<file path="src/sv/spq_pkg.sv">
// ----------------------------------------------------------------------------
// spq_pkg
// Shared types and codes for the sorted priority queue: transaction payloads,
// command and status codes, controller states and datapath operations.
// ----------------------------------------------------------------------------
package spq_pkg;

   localparam logic [1:0] CMD_PUSH = 2'd0;
   localparam logic [1:0] CMD_POP  = 2'd1;
   localparam logic [1:0] CMD_PEEK = 2'd2;

   localparam logic [1:0] ST_OK    = 2'd0;
   localparam logic [1:0] ST_EMPTY = 2'd1;
   localparam logic [1:0] ST_FULL  = 2'd2;

   localparam int unsigned DATA_W = 32;

   typedef struct packed {
      logic [1:0]               cmd;
      logic signed [DATA_W-1:0] value;
   } req_type;

   typedef struct packed {
      logic signed [DATA_W-1:0] top_value;
      logic                     is_empty;
      logic [1:0]               status;
   } rsp_type;

   typedef enum logic [2:0] {
      S_IDLE,
      S_DISPATCH,
      S_PUSH_RD,
      S_PUSH_CMP,
      S_PUSH_PLACE,
      S_POP_RD,
      S_POP_TOP,
      S_DONE
   } state_type;

   typedef enum logic [3:0] {
      OP_NONE,
      OP_LOAD,
      OP_ERR_EMPTY,
      OP_ERR_FULL,
      OP_PUSH_FIRST,
      OP_PUSH_RD,
      OP_PUSH_SHIFT,
      OP_PUSH_PLACE,
      OP_POP_LAST,
      OP_POP_RD,
      OP_POP_TOP,
      OP_RESP
   } op_type;

   // datapath flags seen by the controller
   typedef struct packed {
      logic is_push;
      logic is_pop;
      logic full;
      logic empty;
      logic one;
      logic shift;    // stored entry >= new value, move it up
      logic idx_one;
      logic rsp_free;
   } dp_status_type;

endpackage

</file>
<file path="src/sv/spq_ram.sv">
// ----------------------------------------------------------------------------
// spq_ram
// Generic single-write, single-read RAM with registered read data.
// ----------------------------------------------------------------------------
module spq_ram #(
   parameter int WIDTH = 32,
   parameter int DEPTH = 16
) (
   input  logic                     clock,
   input  logic                     wr_en,
   input  logic [$clog2(DEPTH)-1:0] wr_addr,
   input  logic [WIDTH-1:0]         wr_data,
   input  logic                     rd_en,
   input  logic [$clog2(DEPTH)-1:0] rd_addr,
   output logic [WIDTH-1:0]         rd_data
);

   logic [WIDTH-1:0] mem_ff [DEPTH];
   logic [WIDTH-1:0] rd_data_ff;

   always_ff @(posedge clock) begin
      if (wr_en) begin
         mem_ff[wr_addr] <= wr_data;
      end
      if (rd_en) begin
         rd_data_ff <= mem_ff[rd_addr];
      end
   end

   assign rd_data = rd_data_ff;

endmodule

</file>
<file path="src/sv/spq_ctrl.sv">
// ----------------------------------------------------------------------------
// spq_ctrl
// Controller for the sorted priority queue: sequences one transaction at a
// time through dispatch, insertion or removal, and result hand-off.
// ----------------------------------------------------------------------------
module spq_ctrl (
   input  logic                  clock,
   input  logic                  reset,
   input  logic                  req_valid,
   output logic                  req_stall,
   input  spq_pkg::dp_status_type dp_status,
   output spq_pkg::op_type       dp_op
);

   spq_pkg::state_type state_ff;
   spq_pkg::state_type state_in;

   always_ff @(posedge clock) begin
      if (reset) begin
         state_ff <= spq_pkg::S_IDLE;
      end else begin
         state_ff <= state_in;
      end
   end

   // next state
   always_comb begin
      state_in = state_ff;
      case (state_ff)
         spq_pkg::S_IDLE: begin
            if (req_valid) begin
               state_in = spq_pkg::S_DISPATCH;
            end
         end
         spq_pkg::S_DISPATCH: begin
            if (dp_status.is_push && !dp_status.full && !dp_status.empty) begin
               state_in = spq_pkg::S_PUSH_RD;
            end else if (dp_status.is_pop && !dp_status.empty && !dp_status.one) begin
               state_in = spq_pkg::S_POP_RD;
            end else begin
               state_in = spq_pkg::S_DONE;
            end
         end
         spq_pkg::S_PUSH_RD: begin
            state_in = spq_pkg::S_PUSH_CMP;
         end
         spq_pkg::S_PUSH_CMP: begin
            if (!dp_status.shift) begin
               state_in = spq_pkg::S_DONE;
            end else if (dp_status.idx_one) begin
               state_in = spq_pkg::S_PUSH_PLACE;
            end else begin
               state_in = spq_pkg::S_PUSH_RD;
            end
         end
         spq_pkg::S_PUSH_PLACE: begin
            state_in = spq_pkg::S_DONE;
         end
         spq_pkg::S_POP_RD: begin
            state_in = spq_pkg::S_POP_TOP;
         end
         spq_pkg::S_POP_TOP: begin
            state_in = spq_pkg::S_DONE;
         end
         spq_pkg::S_DONE: begin
            if (dp_status.rsp_free) begin
               state_in = spq_pkg::S_IDLE;
            end
         end
         default: begin
            state_in = spq_pkg::S_IDLE;
         end
      endcase
   end

   // outputs
   always_comb begin
      dp_op     = spq_pkg::OP_NONE;
      req_stall = 1'b1;
      case (state_ff)
         spq_pkg::S_IDLE: begin
            // nothing is taken while reset is held
            req_stall = reset;
            if (req_valid) begin
               dp_op = spq_pkg::OP_LOAD;
            end
         end
         spq_pkg::S_DISPATCH: begin
            if (dp_status.is_push) begin
               if (dp_status.full) begin
                  dp_op = spq_pkg::OP_ERR_FULL;
               end else if (dp_status.empty) begin
                  dp_op = spq_pkg::OP_PUSH_FIRST;
               end
            end else if (dp_status.empty) begin
               dp_op = spq_pkg::OP_ERR_EMPTY;
            end else if (dp_status.is_pop && dp_status.one) begin
               dp_op = spq_pkg::OP_POP_LAST;
            end
         end
         spq_pkg::S_PUSH_RD: begin
            dp_op = spq_pkg::OP_PUSH_RD;
         end
         spq_pkg::S_PUSH_CMP: begin
            dp_op = dp_status.shift ? spq_pkg::OP_PUSH_SHIFT : spq_pkg::OP_PUSH_PLACE;
         end
         spq_pkg::S_PUSH_PLACE: begin
            dp_op = spq_pkg::OP_PUSH_PLACE;
         end
         spq_pkg::S_POP_RD: begin
            dp_op = spq_pkg::OP_POP_RD;
         end
         spq_pkg::S_POP_TOP: begin
            dp_op = spq_pkg::OP_POP_TOP;
         end
         spq_pkg::S_DONE: begin
            if (dp_status.rsp_free) begin
               dp_op = spq_pkg::OP_RESP;
            end
         end
         default: begin
            dp_op = spq_pkg::OP_NONE;
         end
      endcase
   end

endmodule

</file>
<file path="src/sv/spq_datapath.sv">
// ----------------------------------------------------------------------------
// spq_datapath
// Datapath for the sorted priority queue: entry RAM in ascending order
// (largest at fill_count-1), fill count, cached top value, insertion index
// and the result register.
// ----------------------------------------------------------------------------
module spq_datapath #(
   parameter int DEPTH = 16
) (
   input  logic                   clock,
   input  logic                   reset,
   input  spq_pkg::req_type       req_data,
   input  spq_pkg::op_type        dp_op,
   output spq_pkg::dp_status_type dp_status,
   output logic                   rsp_valid,
   input  logic                   rsp_stall,
   output spq_pkg::rsp_type       rsp_data
);

   localparam int AW = $clog2(DEPTH);
   localparam int CW = $clog2(DEPTH + 1);
   localparam int DW = spq_pkg::DATA_W;

   logic [CW-1:0]          count_ff, count_in;
   logic [AW-1:0]          idx_ff, idx_in;
   logic [1:0]             cmd_ff, cmd_in;
   logic signed [DW-1:0]   val_ff, val_in;
   logic signed [DW-1:0]   top_ff, top_in;
   logic [1:0]             status_ff, status_in;
   logic                   rsp_valid_ff, rsp_valid_in;
   spq_pkg::rsp_type       rsp_data_ff, rsp_data_in;

   logic                   ram_wr_en;
   logic [AW-1:0]          ram_wr_addr;
   logic [DW-1:0]          ram_wr_data;
   logic                   ram_rd_en;
   logic [AW-1:0]          ram_rd_addr;
   logic [DW-1:0]          ram_rd_data;

   spq_ram #(
      .WIDTH (DW),
      .DEPTH (DEPTH)
   ) u_ram (
      .clock   (clock),
      .wr_en   (ram_wr_en),
      .wr_addr (ram_wr_addr),
      .wr_data (ram_wr_data),
      .rd_en   (ram_rd_en),
      .rd_addr (ram_rd_addr),
      .rd_data (ram_rd_data)
   );

   always_comb begin
      ram_wr_en   = (dp_op == spq_pkg::OP_PUSH_FIRST) || (dp_op == spq_pkg::OP_PUSH_SHIFT)
                    || (dp_op == spq_pkg::OP_PUSH_PLACE);
      ram_wr_addr = (dp_op == spq_pkg::OP_PUSH_FIRST) ? '0 : idx_ff;
      ram_wr_data = (dp_op == spq_pkg::OP_PUSH_SHIFT) ? ram_rd_data : val_ff;
      ram_rd_en   = (dp_op == spq_pkg::OP_PUSH_RD) || (dp_op == spq_pkg::OP_POP_RD);
      // pop reads the entry just below the current top
      ram_rd_addr = (dp_op == spq_pkg::OP_POP_RD) ? AW'(count_ff - CW'(2))
                                                  : AW'(idx_ff - AW'(1));
   end

   always_comb begin
      count_in     = count_ff;
      idx_in       = idx_ff;
      cmd_in       = cmd_ff;
      val_in       = val_ff;
      top_in       = top_ff;
      status_in    = status_ff;
      rsp_data_in  = rsp_data_ff;
      rsp_valid_in = rsp_valid_ff && rsp_stall;
      case (dp_op)
         spq_pkg::OP_LOAD: begin
            cmd_in    = req_data.cmd;
            val_in    = req_data.value;
            idx_in    = AW'(count_ff);
            status_in = spq_pkg::ST_OK;
         end
         spq_pkg::OP_ERR_EMPTY: begin
            status_in = spq_pkg::ST_EMPTY;
         end
         spq_pkg::OP_ERR_FULL: begin
            status_in = spq_pkg::ST_FULL;
         end
         spq_pkg::OP_PUSH_FIRST: begin
            count_in = CW'(1);
            top_in   = val_ff;
         end
         spq_pkg::OP_PUSH_SHIFT: begin
            idx_in = idx_ff - AW'(1);
         end
         spq_pkg::OP_PUSH_PLACE: begin
            count_in = count_ff + CW'(1);
            if (val_ff > top_ff) begin
               top_in = val_ff;
            end
         end
         spq_pkg::OP_POP_LAST: begin
            count_in = '0;
         end
         spq_pkg::OP_POP_TOP: begin
            top_in   = ram_rd_data;
            count_in = count_ff - CW'(1);
         end
         spq_pkg::OP_RESP: begin
            rsp_valid_in          = 1'b1;
            rsp_data_in.top_value = (count_ff == '0) ? '0 : top_ff;
            rsp_data_in.is_empty  = (count_ff == '0);
            rsp_data_in.status    = status_ff;
         end
         default: begin
         end
      endcase
   end

   always_ff @(posedge clock) begin
      if (reset) begin
         count_ff     <= '0;
         rsp_valid_ff <= 1'b0;
      end else begin
         count_ff     <= count_in;
         rsp_valid_ff <= rsp_valid_in;
      end
      idx_ff      <= idx_in;
      cmd_ff      <= cmd_in;
      val_ff      <= val_in;
      top_ff      <= top_in;
      status_ff   <= status_in;
      rsp_data_ff <= rsp_data_in;
   end

   always_comb begin
      dp_status.is_push  = (cmd_ff == spq_pkg::CMD_PUSH);
      dp_status.is_pop   = (cmd_ff == spq_pkg::CMD_POP);
      dp_status.full     = (count_ff == CW'(DEPTH));
      dp_status.empty    = (count_ff == '0);
      dp_status.one      = (count_ff == CW'(1));
      // equal entries move up so the newest equal value leaves last
      dp_status.shift    = ($signed(ram_rd_data) >= val_ff);
      dp_status.idx_one  = (idx_ff == AW'(1));
      dp_status.rsp_free = !rsp_valid_ff || !rsp_stall;
   end

   assign rsp_valid = rsp_valid_ff;
   assign rsp_data  = rsp_data_ff;

endmodule

</file>
<file path="src/sv/sorted_priority_queue.sv">
// Bounded max-priority queue of signed 32-bit values. Each transaction is a
// push, a pop of the largest value or a peek, and returns the new top, an
// empty flag and a status; equal values leave in arrival order. Entries sit
// in a one-write, one-read RAM in ascending order, so a pop only reads the
// next top, while a push walks down from the top end moving larger-or-equal
// entries up one slot. For each entry it compares, a push passes through a
// read state for the registered RAM read and a compare state, and it takes
// one more place state when the value lands at the bottom. One transaction
// is worked at a time; the next is accepted while a finished result waits
// to be taken.
// ----------------------------------------------------------------------------
// sorted_priority_queue
// Top level: controller and datapath of the sorted priority queue.
// ----------------------------------------------------------------------------
module sorted_priority_queue #(
   parameter int DEPTH = 16
) (
   input  logic             clock,
   input  logic             reset,
   input  logic             req_valid,
   output logic             req_stall,
   input  spq_pkg::req_type req_data,
   output logic             rsp_valid,
   input  logic             rsp_stall,
   output spq_pkg::rsp_type rsp_data
);

   spq_pkg::op_type        dp_op;
   spq_pkg::dp_status_type dp_status;

   spq_ctrl u_ctrl (
      .clock     (clock),
      .reset     (reset),
      .req_valid (req_valid),
      .req_stall (req_stall),
      .dp_status (dp_status),
      .dp_op     (dp_op)
   );

   spq_datapath #(
      .DEPTH (DEPTH)
   ) u_datapath (
      .clock     (clock),
      .reset     (reset),
      .req_data  (req_data),
      .dp_op     (dp_op),
      .dp_status (dp_status),
      .rsp_valid (rsp_valid),
      .rsp_stall (rsp_stall),
      .rsp_data  (rsp_data)
   );

endmodule

</file>
<file path="config.mk">
export PLATFORM = sky130hd
export DESIGN_NAME = sorted_priority_queue
export DESIGN_NICKNAME = d
export VERILOG_FILES = /design/src/sv/spq_pkg.sv /design/src/sv/spq_ram.sv /design/src/sv/spq_ctrl.sv /design/src/sv/spq_datapath.sv /design/src/sv/sorted_priority_queue.sv
export SDC_FILE = /design/constraint.sdc
export NUM_CORES = 1
export LEC_CHECK = 0
export BUFFER_PORTS_ARGS = -buffer_cell sky130_fd_sc_hd__buf_4
export CORE_UTILIZATION = 30
export DETAILED_ROUTE_END_ITERATION = 16
export SKIP_LAST_GASP = 1
export SYNTH_ARGS = -nofsm -noshare
export SYNTH_HDL_FRONTEND = slang
export SYNTH_SLANG_ARGS = --single-unit
</file>
<file path="constraint.sdc">
create_clock -name clock -period 14.15 [get_ports clock]
set_input_delay 1.415 -clock clock [delete_from_list [all_inputs] [get_ports clock]]
set_output_delay 1.415 -clock clock [all_outputs]
set_load 0.01 [all_outputs]
</file>
==> parameters.txt <==
Parameter                              Value

Critical path
  Critical R2R Launch ... u_ctrl.state_ff[1]$_SDFFE_PP0P_
  Critical path type ... flip-flop to flip-flop
  Worst path arrival time ... 5.49 ns
  Critical Path End Type ... flip-flop
  Dominant delay contributor by cell family on the critical path ... buffers and inverters
  Startpoint Class ... flip-flop
  Worst r2r dst ... u_datapath.u_ram.rd_data[30]$_DFFE_PP_
  Worst path required time ... 14.63 ns
  Reg2Reg Setup Slack ... 9.14 ns
  Highest cell delay on the worst timing path ... 1.04 ns
  Chain of cells forming the critical path ... inv_1 > nand3_1 > o21ai_4 > buf_4 > buf_4 > a211oi_1 > a311oi_1 > a211oi_1 > a21oi_1
  Combined buffer and inverter count along the critical path ... 3
  Crit. Startpoint ... u_ctrl.state_ff[1]$_SDFFE_PP0P_
  Critical path depth ... 9
  Critical path fanouts, max ... 94
  Worst Setup EP ... u_datapath.u_ram.rd_data[30]$_DFFE_PP_
  CP max-delay cell ... o21ai_4
  R2R depth ... 9

Global route
  Number of antenna violations at the first check in global routing ... 3
  First-pass GRT wire length ... 103000 um
  Largest net degree at the start of global routing ... 257
  Total congestion overflow ... 0
  Via count of the first global-routing pass ... 16400
  GR Util All Layers ... 0.146

Detailed routing
  Routed via count ... 16900
  Starting DRC count in detailed routing ... 1576
  Average wire per cell in the routed design ... 20.7 um
  Number of design rule violations left after detail routing ... 0
  Length of the first detailed-routing pass in iterations ... 5
  Number of routed nets with antenna violations ... 0
  Via-to-Cell Ratio ... 5.00
  DRT Wirelength ... 69900 um

CTS
  Clock latency reported for the late side of the worst-skew pair ... 0.64 ns
  Buffer cell driving the clock tree root ... clkbuf_16
  Number of sinks handled by clock tree synthesis ... 660
  Clock buffer count from CTS ... 61
  Number of gates resized after CTS ... 0
  Clock transition at the register clock pins on the worst setup and hold paths after CTS ... 0.07 ns
  Clock buffer depth ... 3
  CTS H-tree lvls ... 2
  CTS tree ... yes
  Number of buffers inserted to repair setup after CTS ... 0
  Count of hold-fix buffers inserted at cts ... 0

Floorplanning
  Die extent in x ... 307 um
  DIE HEIGHT ... 307 um
  Total Die Area ... 0.0941 mm^2
  Core region area ... 0.0918 mm^2
  I/O pins ... 75
  Cell Rows ... 111
  Effective utilization at floorplan ... 0.304

STA
  Part of the cycle the worst path needs ... 0.354
  Clock tree skew after final layout ... 0.0133 ns
  Count of final max-slew check failures ... 0
  Slew of the pin with the lowest slew margin ... 1.18 ns
  Top achievable clock speed ... 200 MHz
  Final hold violation count ... 0
  Minimum clock period after layout ... 5.01 ns
  Number of setup violations in the final report ... 0
  Remaining max-slew budget at the tightest pin ... 0.211
  Summed negative setup slack over all endpoints ... 0 ns
  RSZ-0062 raised after global routing ... false

Yosys
  Synthesized net count ... 2157
  Mean area per synthesized cell ... 13.6 um^2
  Fraction of synthesis flops using an asynchronous set or reset pin ... 0
  Warnings from Yosys ... 0
  Number of storage elements in the synthesis netlist ... 660
  Most frequent cells after synthesis ... edfxtp_1, nand2_1, a211oi_1, and2_1, clkbuf_1
  Synth Instances ... 2047
  Cell Area, Synth ... 0.0279 mm^2
  Top post-synthesis cells by area ... edfxtp_1, a211oi_1, nand2_1
  Top-area cell type share of the netlist area ... 0.701
  Post-synth cell types ... 64
  Leading area contributor after synthesis ... edfxtp_1
  Number of flops mapped to enable cells by yosys ... 651
  Sequential area share after synthesis ... 0.708
  Main synth FF type ... edfxtp_1
  Dominant cell by count in the synthesized netlist ... edfxtp_1

Cells and area
  Synth-to-layout area growth ... 14.6%
  Fill count ... 8690
  Layout cell share with drive strength beyond 1 ... 0.125
  NumNets Final ... 2199
  Number of antenna repair diodes ... 0

Power and ir drop
  VDD IR-drop max ... 0.000255 V
  Leakage power summed over all cells ... 0.0106 uW
  Total Power ... 7450 uW
  Power Dens Cells ... 233 mW/mm^2

Worst hold path
  Worst min path class ... flip-flop to flip-flop

Placement
  Routability congestion estimate ... 0.826
  Hpwl dp ... 38000 um
  # port buffers ... 74

Status
  Status ... complete, no violations

Run
  Max_cap viols ... 0
[stage by stage]
stage / std cells / hold slack, ns / worst slack (ns) / cell area [um^2] / utilization
2_1_floorplan: 2047 / 0.400 / 8.73 / 27900 / -
3_3_place_gp: 3269 / 0.412 / 9.31 / 29900 / 0.326
3_5_place_dp: 3269 / 0.408 / 9.19 / 29900 / 0.326
4_1_cts: 3384 / 0.422 / 9.18 / 32000 / 0.348
5_1_grt: 3384 / 0.438 / 8.81 / 32000 / 0.348
6_report: 3384 / 0.421 / 9.14 / 32000 / 0.348
[state kept, by name (all words and copies together) (netlist names)]
register	count
u_datapath.top_ff	32
u_datapath.val_ff	32
u_datapath.u_ram.rd_data	32
u_datapath.rsp_data	35
u_datapath.count_ff	5
u_datapath.cmd_ff	2
u_datapath.idx_ff	4
u_datapath.status_ff	2
u_ctrl.state_ff	3
u_datapath.rsp_valid	1
u_datapath.u_ram.mem_ff	512
[cell families after synthesis]
group	Yosys count	share of synthesized area
AO/OA/AOI/OAI	481	0.118
XOR/XNOR	4	0.00126
adder cells (fa/ha/maj)	72	0.0323
buffers and inverters	203	0.0292
flip-flops	660	0.708
multiplexers	32	0.0129
AND/OR/NAND/NOR	595	0.0989
[cell usage in the layout, fill, tap and decap left out, types with 3 or more instances in the layout]
cell / Yosys / routed
a211oi_1: 163 / 163
a21o_1: 12 / 12
a21oi_1: 95 / 93
a221oi_1: 4 / 4
a311oi_1: 64 / 64
a31oi_1: 67 / 67
and2_0: 19 / 19
and2_1: 111 / 111
buf_4: 3 / 106
bufinv_16: 0 / 9
clkbuf_1: 101 / 7
clkbuf_16: 0 / 61
clkinv_1: 0 / 15
clkinv_2: 0 / 9
clkinv_4: 0 / 4
clkinvlp_4: 0 / 6
dfxtp_1: 9 / 9
edfxtp_1: 651 / 651
ha_1: 72 / 72
inv_1: 75 / 75
mux2_2: 31 / 31
nand2_1: 323 / 322
nand2b_1: 8 / 8
nand3_1: 9 / 9
nand4_1: 18 / 18
nor2_1: 69 / 55
nor2_4: 0 / 13
nor2b_1: 5 / 5
nor3_1: 11 / 9
nor3_2: 1 / 3
nor4_1: 3 / 3
o211ai_1: 4 / 4
o21ai_0: 49 / 49
o22ai_1: 3 / 3
[layout make-up]
class / instances / area [um^2] / share of cell area
timing repair buffer: 107 / 816 / 0.0255
inverter: 75 / 282 / 0.00881
multi-input combinational: 1184 / 7510 / 0.235
clock inverter: 47 / 509 / 0.0159
tap: 1243 / 1560 / 0.0487
clock buffer: 68 / 1550 / 0.0486
sequential: 660 / 19700 / 0.617
[routing by layer]
layer,GRT usage,routed length (um),vias up
met1,0.186,29100,8438
met2,0.259,35100,548
met3,0.0170,3890,108
met5,0,0,-
li1,-,-,7828
met4,0.0441,1830,0
[report_power, final]
part | internal (uW) | switching (uW) | total (uW)
clock | 961 | 728 | 1690
sequential | 2700 | 182 | 2890
combinational | 899 | 1980 | 2880
total | 4560 | 2890 | 7450
[worst min path at each step]
stage / cells after the start / slack, ns / from / end
5_1_grt: 0 / 0.44 / u_datapath.status_ff[0]$_DFFE_PP_ / u_datapath.rsp_data[0]$_DFFE_PP_
3_5_place_dp: 0 / 0.41 / u_datapath.status_ff[0]$_DFFE_PP_ / u_datapath.rsp_data[0]$_DFFE_PP_
3_3_place_gp: 0 / 0.41 / u_datapath.status_ff[0]$_DFFE_PP_ / u_datapath.rsp_data[0]$_DFFE_PP_
2_1_floorplan: 0 / 0.40 / u_datapath.status_ff[0]$_DFFE_PP_ / u_datapath.rsp_data[0]$_DFFE_PP_
6_report: 0 / 0.42 / u_datapath.status_ff[0]$_DFFE_PP_ / u_datapath.rsp_data[0]$_DFFE_PP_
4_1_cts: 0 / 0.42 / u_datapath.status_ff[0]$_DFFE_PP_ / u_datapath.rsp_data[0]$_DFFE_PP_
Power figures use the tool's default switching activity.
